File: src/rtl/fic_pkg.sv
// Shared constants, types and helpers for the FIFO cache hit counter.
package fic_pkg;

	// Default geometry handed to the top level parameters
	localparam int MAX_ENTRIES_DEF = 1024;
	localparam int KEY_BITS_DEF    = 32;

	// Fixed field widths
	localparam int PAGE_KEY_W = 32;
	localparam int CAP_W      = 11;
	localparam int CNT_W      = 32;

	// Stream data widths, padded to whole bytes
	localparam int IN_TDATA_W  = 32;
	localparam int OUT_TDATA_W = 72;

	// Capacity after reset
	localparam logic [CAP_W-1:0] CAP_RESET = 11'd1024;

	// Fan-in of one OR-tree node
	localparam int OR_LEAF = 32;

	// Per-cell controls driven by the sequencer
	typedef struct packed {
		logic cmp_en;
		logic shift_en;
	} cell_ctl_t;

	// Saturating increment of a running total
	function automatic logic [CNT_W-1:0] sat_inc(input logic [CNT_W-1:0] v);
		sat_inc = (v == {CNT_W{1'b1}}) ? v : v + CNT_W'(1);
	endfunction

endpackage

File: src/rtl/fic_cell.sv
// One cache cell: holds a resident key, shifts it on, and compares against the probe.
module fic_cell
	import fic_pkg::*;
#(
	parameter int KEY_BITS = KEY_BITS_DEF,
	parameter int FILL_W   = 11,
	parameter int INDEX    = 0
) (
	input  logic                clk,
	input  cell_ctl_t           ctl,
	input  logic [KEY_BITS-1:0] prev_key,
	input  logic [KEY_BITS-1:0] probe_key,
	input  logic [FILL_W-1:0]   fill,
	output logic [KEY_BITS-1:0] key_q,
	output logic                match_s1
);

	// Take the neighbour's key on a miss
	always_ff @(posedge clk) begin
		if (ctl.shift_en) begin
			key_q <= prev_key;
		end
	end

	// Compare only while this cell lies inside the resident range
	always_ff @(posedge clk) begin
		if (ctl.cmp_en) begin
			match_s1 <= (FILL_W'(INDEX) < fill) && (key_q == probe_key);
		end
	end

endmodule

File: config.mk
export PLATFORM = sky130hd
export DESIGN_NAME = fic_cell
export DESIGN_NICKNAME = d
export VERILOG_FILES = /design/src/rtl/fic_pkg.sv /design/src/rtl/fic_cell.sv
export SDC_FILE = /design/constraint.sdc
export NUM_CORES = 1
export LEC_CHECK = 0
export ABC_AREA = 1
export BUFFER_PORTS_ARGS = -buffer_cell sky130_fd_sc_hd__buf_2
export CAP_MARGIN = 20
export CORE_ASPECT_RATIO = 2
export CORE_MARGIN = 2
export CORE_UTILIZATION = 41
export DETAILED_ROUTE_END_ITERATION = 10
export GPL_ROUTABILITY_DRIVEN = 0
export PLACE_DENSITY = 0.79
export SETUP_SLACK_MARGIN = 0.05
export SYNTH_ARGS = -nofsm -noshare
export SYNTH_HDL_FRONTEND = slang
export SYNTH_SLANG_ARGS = --single-unit
File: constraint.sdc
create_clock -name clk -period 1.3 [get_ports clk]
set_input_delay 0.13 -clock clk [delete_from_list [all_inputs] [get_ports clk]]
set_output_delay 0.13 -clock clk [all_outputs]
set_load 0.005 [all_outputs]
Yosys cells after proc, flatten, opt, wreduce, memory -nomap -nowiden:

Cells that the tools add are included.

* $lt $le $gt $ge: 1
* eq/ne operators: 1
* reduce and logical (&&, ||, !) cells: 1

Operators by type and width (number)
* 32-bit == test: 1
* 1-bit by 11-bit < comparator with 1-bit output (first input constant): 1
* 1-bit logical AND: 1

* register bits after elaboration: 33
* input bits: 78
* output and inout port bits: 33
* logic and storage cells: 5

Logic depth before layout (Yosys ltp):

* word-level depth: 2
* gate-level depth with buffers: 8
* mapped depth without buffers: 8

Worst setup path before layout:

No wires, ideal clock.

* path type: register to register
* start point: register key_q[9]
* end point: register match_s1, data pin
* setup time: 0.251 ns
* data arrival time: 0.808 ns
* data required time: 1.049 ns
* slack: 0.240 ns
* cell stages (with the launch flop): 9
* buffers on the path: 0
* clock period less this slack: 1.060 ns
* cells stage by stage: edfxtp_1 nand2_1 inv_1 nor2_1 nor2_1 nand2_1 nor2_2 nand3_1 nor2_1

* word-level cells in the longest chain between the ends: 2

RTL lines
* start: declaration: RTL line fic_cell.sv:14 `output logic [KEY_BITS-1:0] key_q,`
* start signal: assignment: RTL line fic_cell.sv:21 `key_q <= prev_key;`
* 32-bit == test: RTL line fic_cell.sv:28 `match_s1 <= (FILL_W'(INDEX) < fill) && (key_q == probe_key);`
* 1-bit logical AND: RTL line fic_cell.sv:28
* end signal: assignment: RTL line fic_cell.sv:28
* end: declaration: RTL line fic_cell.sv:15 `output logic match_s1`

No other way between the ends.
A chain may end at the register's enable or synchronous reset.

Final worst setup path:

* start point: register key_q[27]
* end point: register match_s1, data pin

Same word-level chain as after synthesis.

==> impl_metrics.tcl <==
set metrics [dict create \
    critPathTopFamily "simple AND/OR/NAND/NOR gates" \
    diodes 0 \
    drc 0 \
    period_share_pct 88.5 \
    dp_hpwl_mm 2.99 \
    drt_iter0_drc 30 \
    grt_first_pass_wirelength_mm 5.48 \
    drv_cap 0 \
    dpl.cell_count 348 \
    wire_per_inst_um 10.0 \
    crit_type "reg -> reg" \
    dr.pass1.iters 4 \
    cts_setup_buffers 0 \
    wl_mm 3.58 \
    die_w_um 48.5 \
    viasPerCell 4.27 \
    yosysSeqAreaShare_pct 60.9 \
    tightest_slew_ns 0.225 \
    track_usage_pct 16.4 \
    post-route-min-period_ns 1.15 \
    pre_cts_ws_ns 0.104 \
    grt_max_degree 33 \
    numCtsBuffers 5 \
    crit_chain "nand2_1 -> nand2_1 -> nor2_1 -> nand2_1 -> nor2_2 -> nand3_1 -> nor2_1" \
    fin_setup_tns_ns 0 \
    drtAntennaViolNets 0 \
    clock_path_buffers 2 \
    fin_nets 382 \
    htreeDepth 2 \
    num_vias 1519 \
    cts.clk_slew.worst_paths_ns 0.07 \
    fin_skew_ns 0.00509 \
    clkSinkCount 33 \
    netlist_instances 186 \
    dpl_cell_area_mm2 0.00226 \
    start_kind "register" \
    die_h_um 93.1 \
    timing.fmax_ghz 0.870 \
    antenna_found_initial 0 \
    drive_gt1_share_pct 39.0 \
    ios 111 \
    instances_no_fill 356 \
    cp-end-kind "register" \
    cts_tree "built" \
    clkLatencyLatePin_ns 0.28 \
    grt_setup_unrepaired "yes" \
    root_buffer "clkbuf_8" \
    irDropWorstVdd_mv 0.876 \
    cp_max_fo 3 \
    slowest_stage "edfxtp_1" \
    crit_top_cell "nand2_1" \
    relSlewSlack_pct 84.9 \
    yosysWarningCount 0 \
    crit_buf_inv 0 \
    worstPathRequired_ns 1.44 \
    syn_avg_cell_area_um2 8.74 \
    worstPathArrival_ns 1.29 \
    start_util_pct 42.3 \
    synth_seq_cells 33 \
    row_count 32 \
    leakage_uw 0.00129 \
    setup_violations 0 \
    syn_nets 264 \
    gr-total-overflow 0 \
    first_global_vias 1390 \
    powerDensity_mw_per_mm2 1040 \
    outcome "completed" \
    ys_types 11 \
    area_delta_synth_final_pct 44.2 \
    power_uw 2430 \
    hp-class "in -> reg" \
    final_hold_viol_count 0 \
    core-area_mm2 0.00384 \
    syn_area_mm2 0.00163 \
    die_area_mm2 0.00452 \
    place.port_buffers 110 \
    stdcell_area_mm2 0.00234 \
    fin_ws_ns 0.150 \
    drv_slew 0 \
    cpPeakStageDelay_ns 0.41 \
]
[cell families after synthesis]
family	Yosys count	share of synthesized area, %
DFF	33	60.9
buffers and inverters	40	9.23
and+or+nand+nor	103	24.5
xor gates and xnor gates	10	5.38
[per-layer routing]
metal	share of wire [%]	vias to the layer above	track usage, %
li1	-	793	-
met1	31	645	13.1
met2	58	73	33.3
met3	8.5	8	4.95
met4	2.4	0	9.29
met5	0	-	0
[flip-flops by register name (all words and copies together) (netlist names)]
signal / flops
match_s1: 1
key_q: 32
[layout make-up]
| cell class | count | area [um2] |
|---|---|---|
| clock buffer | 5 | 68.8 |
| clock inverter | 3 | 12.5 |
| fill | 337 | 1500 |
| inverter | 40 | 150 |
| multi-input combinational | 113 | 488 |
| sequential | 33 | 991 |
| tap | 51 | 63.8 |
| timing repair buffer | 111 | 571 |
[power breakdown]
group | total [uW] | leakage (uW) | internal, uW | switching [uW]
combinational | 400 | 0.000923 | 217 | 183
clock | 712 | 0.0000430 | 360 | 353
sequential | 1320 | 0.000324 | 1270 | 50.9
[per-stage QoR]
stage / util, % / hold WS, ns
2_1_floorplan: - / 0.229
3_3_place_gp: 58.8 / 0.307
3_5_place_dp: 58.8 / 0.308
4_1_cts: 60.9 / 0.00865
5_1_grt: 61.0 / 0.00487
6_report: 61.0 / 0.0189
[cells in the mapped netlist (all sizes together)]
cell type | count | area, um2
nand2 | 70 | 263
xor2 | 2 | 17.5
nor4 | 1 | 6.26
edfxtp | 33 | 991
or2 | 1 | 6.26
nor2 | 28 | 108
nand3 | 2 | 10.0
nor3 | 1 | 5.00
xnor2 | 8 | 70.1
inv | 40 | 150
[cells in the final DEF (no fill, tap or decap), drive strengths merged]
master	netlist	routed
nand3	2	2
edfxtp	33	33
or2	1	1
buf	0	111
xor2	2	2
xnor2	8	8
nor4	1	1
clkbuf	0	5
nor3	1	1
nor2	28	28
nand2	70	70
inv	40	40
clkinv	0	3
[path summary, 6_finish.rpt]
check | startpoint | endpoint | slack, ns | depth (start not counted)
setup / recovery | key_q[27]$_DFFE_PP_ | match_s1$_DFFE_PP_ | 0.15 | 7
hold / removal | prev_key[5] | key_q[5]$_DFFE_PP_ | 0.02 | 1
hold reg to reg | key_q[25]$_DFFE_PP_ | match_s1$_DFFE_PP_ | 0.81 | 5
setup reg to reg | key_q[27]$_DFFE_PP_ | match_s1$_DFFE_PP_ | 0.15 | 7
[repair_timing]
item	CTS	global route
resized for setup	0	1
hold buffers	0	0
endpoints found under the setup margin	0	1
(Power assumes the default switching activity.)
