File: config.mk
export PLATFORM = sky130hd
export DESIGN_NAME = fic_or_reduce
export DESIGN_NICKNAME = d
export VERILOG_FILES = /design/src/rtl/fic_pkg.sv /design/src/rtl/fic_or_reduce.sv
export SDC_FILE = /design/constraint.sdc
export NUM_CORES = 1
export LEC_CHECK = 0
export ABC_CLOCK_PERIOD_IN_PS = 2590
export BUFFER_PORTS_ARGS = -buffer_cell sky130_fd_sc_hd__buf_2
export CORE_AREA = 2 2 416 418
export CTS_BUF_LIST = sky130_fd_sc_hd__clkbuf_4
export DETAILED_ROUTE_END_ITERATION = 8
export DIE_AREA = 0 0 418 420
export PLACE_DENSITY = 0.3
export SETUP_SLACK_MARGIN = 0.05
export SLEW_MARGIN = 20
export SYNTH_ARGS = -nofsm -noshare
export SYNTH_HDL_FRONTEND = slang
export SYNTH_SLANG_ARGS = --single-unit
File: constraint.sdc
create_clock -name clk -period 2.59 [get_ports clk]
set_input_delay 0.1295 -clock clk [delete_from_list [all_inputs] [get_ports clk]]
set_output_delay 0.1295 -clock clk [all_outputs]
set_load 0.03 [all_outputs]
File: src/rtl/fic_pkg.sv
// Shared constants, types and helpers for the FIFO cache hit counter.
package fic_pkg;

	// Default geometry handed to the top level parameters
	localparam int MAX_ENTRIES_DEF = 1024;
	localparam int KEY_BITS_DEF    = 32;

	// Fixed field widths
	localparam int PAGE_KEY_W = 32;
	localparam int CAP_W      = 11;
	localparam int CNT_W      = 32;

	// Stream data widths, padded to whole bytes
	localparam int IN_TDATA_W  = 32;
	localparam int OUT_TDATA_W = 72;

	// Capacity after reset
	localparam logic [CAP_W-1:0] CAP_RESET = 11'd1024;

	// Fan-in of one OR-tree node
	localparam int OR_LEAF = 32;

	// Per-cell controls driven by the sequencer
	typedef struct packed {
		logic cmp_en;
		logic shift_en;
	} cell_ctl_t;

	// Saturating increment of a running total
	function automatic logic [CNT_W-1:0] sat_inc(input logic [CNT_W-1:0] v);
		sat_inc = (v == {CNT_W{1'b1}}) ? v : v + CNT_W'(1);
	endfunction

endpackage

File: src/rtl/fic_or_reduce.sv
// One registered level of the match OR-tree.
module fic_or_reduce
	import fic_pkg::*;
#(
	parameter int IN_W = 1024,
	parameter int LEAF = OR_LEAF
) (
	input  logic                              clk,
	input  logic                              en,
	input  logic [IN_W-1:0]                   in_bits,
	output logic [(IN_W + LEAF - 1)/LEAF-1:0] grp_q
);

	localparam int OUT_W = (IN_W + LEAF - 1) / LEAF;

	logic [OUT_W*LEAF-1:0] padded;
	logic [OUT_W-1:0]      grp;

	assign padded = (OUT_W*LEAF)'(in_bits);

	// Fold each group of leaves
	for (genvar g = 0; g < OUT_W; g++) begin : g_grp
		assign grp[g] = |padded[g*LEAF +: LEAF];
	end

	// Hold the folded groups for the next level
	always_ff @(posedge clk) begin
		if (en) begin
			grp_q <= grp;
		end
	end

endmodule

Word level (Yosys, flattened, before mapping)
Index checks and enable logic that the tools add are counted.

Register bits after elaboration: 32. Bits of input ports: 1026. Output and inout bits: 32. Word-level logic and storage cells: 33.

Reduce and logical (&&, ||, !) cells: 32.

Operators by type and width (number): $reduce_or 32->1 (32).

Depth between registers and ports, before layout
Word-level depth: 1. Gate-level depth with buffers: 3. Depth with buffers taken out: 3.

Worst setup path after synthesis
No wires, ideal clock.

Path kind: input to register. Start: input in_bits[28]. End: register grp_q[0] (data pin). Setup time: 0.259 ns. Data arrival time: 0.691 ns. Required time: 2.331 ns. Setup slack: 1.640 ns. Stages on the path: 3. Path buffers: 0. Path through: nor4_1 nand4_1 or2_1.

Longest elaborated chain between the ends: 1.

Ends and longest elaborated chain: start: declaration (RTL line fic_or_reduce.sv:10) `input logic [IN_W-1:0] in_bits,`; $reduce_or 32->1 (RTL line fic_or_reduce.sv:23) `assign grp[g] = |padded[g*LEAF +: LEAF];`; via grp[0] (RTL line fic_or_reduce.sv:17) `logic [OUT_W-1:0] grp;`; end signal: assignment (RTL line fic_or_reduce.sv:29) `grp_q <= grp;`; end: declaration (RTL line fic_or_reduce.sv:11) `output logic [(IN_W + LEAF - 1)/LEAF-1:0] grp_q`.

The timed path passes the listed nets, and every way through them passes these cells. A chain may end at the register's enable or synchronous reset.

Worst setup path after layout
Start: input in_bits[455]. End: register grp_q[14] (data pin).

The elaborated chain is that of the path after synthesis.

==> results.sh <==
export IMPL_status="finished with violations"
export IMPL_violations="negative setup slack"
export IMPL_grt_use_total=0.0648
export IMPL_setup_slack_ns=-0.0315
export IMPL_vias_per_cell=2.39
export IMPL_crit_required_ns=2.96
export IMPL_clk_root_buffer_cell="clkbuf_4"
export IMPL_gr_total_overflow=0
export IMPL_cts_buffers=5
export IMPL_reg_top3="grp_q x32"
export IMPL_drv_slew=0
export IMPL_antenna_found_initial=43
export IMPL_cts_sinks=32
export IMPL_final_setup_tns_ns=-0.0315
export IMPL_synth_top_cell_area_share=0.417
export IMPL_place_ws_ns=0.831
export IMPL_vias=9153
export IMPL_rsz0062_at_grt="no"
export IMPL_yosys_area_share_simple=0.714
export IMPL_portBuffers=1057
export IMPL_syn_inst=384
export IMPL_die_w_um=418
export IMPL_criticalPathCategory="input pin to flip-flop"
export IMPL_yosys_cell_types_count=5
export IMPL_maxCapViolations=0
export IMPL_layout_commonest_cell="buf_2"
export IMPL_max_slew_margin=0.439
export IMPL_ys_seq_area_frac=0.286
export IMPL_std_cell_rows=152
export IMPL_largest_register="grp_q"
export IMPL_cts_resized_gates=0
export IMPL_cp_end_kind="flip-flop"
export IMPL_hold_path_cell_count=4
export IMPL_peakVddDrop_v=0.000179
export IMPL_layout_drive_gt1_share=0.705
export IMPL_synth_xor_area_share=0
export IMPL_grt_max_degree=33
export IMPL_ioPinCount=1058
export IMPL_hold_viol_final=0
export IMPL_grt_pass1_vias=9178
export IMPL_initial_core_util=0.0197
export IMPL_hold_end="grp_q[27]"
export IMPL_ys_seq_elements=32
export IMPL_cts_tree="yes"
export IMPL_hp_class="input pin to flip-flop"
export IMPL_wl_um=61900
export IMPL_synth_top_family_by_area="simple AND/OR/NAND/NOR gates"
export IMPL_power_density_nw_per_um2=180
export IMPL_area_growth_syn_to_layout_pct=282
export IMPL_yosys_area_share_adder=0
export IMPL_cts_htree_levels=2
export IMPL_gp_congestion=0.908
export IMPL_drtIter0Drc=402
export IMPL_muxShareOfSynthArea=0
export IMPL_drt_wirelength_per_cell_um=16.2
export IMPL_finalSetupViolations=1
export IMPL_holdWs_ns=0.112
export IMPL_tightest_slew_ns=0.842
export IMPL_hold_path_startpoint="in_bits[893]"
export IMPL_p_leak_nw=5.17
export IMPL_grt_pass1_wl_um=75100
export IMPL_ant_nets=0
export IMPL_synth_area_leader_cell="nor4_1"
export IMPL_route_detailed_drc=0
export IMPL_finalPower_mw=2.32
export IMPL_fin_area_um2=12900
export IMPL_dieHeight_um=420
export IMPL_layout_common_cells="buf_2, nor4_1, dlygate4sd3_1"
export IMPL_ys_warn_count=0
export IMPL_cp_max_fo=1
export IMPL_syn_area_um2=3360
export IMPL_nNetsFinal=2607
export IMPL_synth_area_per_cell_um2=8.76
export IMPL_finalCritPeriodShare=1.01
export IMPL_largest_register_ffs=32
export IMPL_dpl_cell_area_um2=11600
export IMPL_synth_net_count=1410
export IMPL_clockBufferDepth=2
export IMPL_fmax_ghz=0.381
export IMPL_place_hpwl_um=56400
export IMPL_synth_compound_area_frac=0
export IMPL_critPathArrivalTime_ns=2.99
export IMPL_dieArea_um2=176000
export IMPL_cts_clk_slew_worst_paths_ns=0.27
export IMPL_startpoint_type="input pin"
export IMPL_firstDrtPassIters=5
export IMPL_synth_top_cells_by_area="nor4_1, edfxtp_1, nand4_1, nor4_2, or2_1"
export IMPL_core_region_area_um2=171000
export IMPL_min_period_ns=2.62
export IMPL_postCtsSetupBuffers=0
[layer usage]
metal,vias up,track usage,wire (µm)
met2,623,0.113,30800
met4,16,0.0266,2460
met3,118,0.0178,4900
met1,4166,0.0738,23600
li1,4230,-,-
met5,-,0,103
[kinds of logic (layout without fill, tap and decap cells)]
| kind of cell | after synthesis | count (layout) |
|---|---|---|
| and+or+nand+nor | 352 | 352 |
| DFF | 32 | 32 |
| buffers and inverters | 0 | 1197 |
| other | 0 | 11 |
[per-stage QoR]
step             util  std cells
2_1_floorplan       -        384
3_3_place_gp   0.0677       3688
3_5_place_dp   0.0678       3689
4_1_cts        0.0757       3826
5_1_grt        0.0751       3820
6_report       0.0752       3825
[cells in the mapped netlist]
cell type and number:
nor4_2 32, nor4_1 224, nand4_1 64, edfxtp_1 32, or2_1 32
[worst max path at each step]
stage,startpoint,end,slack [ns],cells past startpoint
2_1_floorplan,in_bits[28],grp_q[0],1.64,3
3_3_place_gp,in_bits[56],grp_q[1],0.35,4
3_5_place_dp,in_bits[56],grp_q[1],0.83,4
4_1_cts,in_bits[308],grp_q[9],0.06,8
5_1_grt,in_bits[455],grp_q[14],0.07,8
6_report,in_bits[455],grp_q[14],-0.03,8
[cell type report]
type / instances / area (µm²)
sequential: 32 / 961
timing repair buffer: 1190 / 6580
fill: 20187 / 158000
clock inverter: 2 / 7.51
clock buffer: 5 / 37.5
tap: 2233 / 2790
antenna: 11 / 27.5
multi-input combinational: 352 / 2440
[power by group]
group | internal, mW | leakage, nW | total, mW | switching, mW
registers | 0.594 | 0.323 | 0.610 | 0.0162
logic | 0.672 | 4.82 | 1.21 | 0.540
clock network | 0.0946 | 0.0262 | 0.494 | 0.399
[critical path: stages]
cell	delay (ns)
dlygate4sd3_1	0.54
buf_2	0.12
nor4_1	0.23
dlygate4sd3_1	0.59
nand4_1	0.07
dlygate4sd3_1	0.57
or2_1	0.20
dlygate4sd3_1	0.54
[repair_timing]
item / 4_1_cts / 5_1_grt
setup endpoints to repair: 0 / 12
hold endpoints to repair: 29 / 0
hold buffers: 130 / 0
Power figures use the tool's default switching activity.
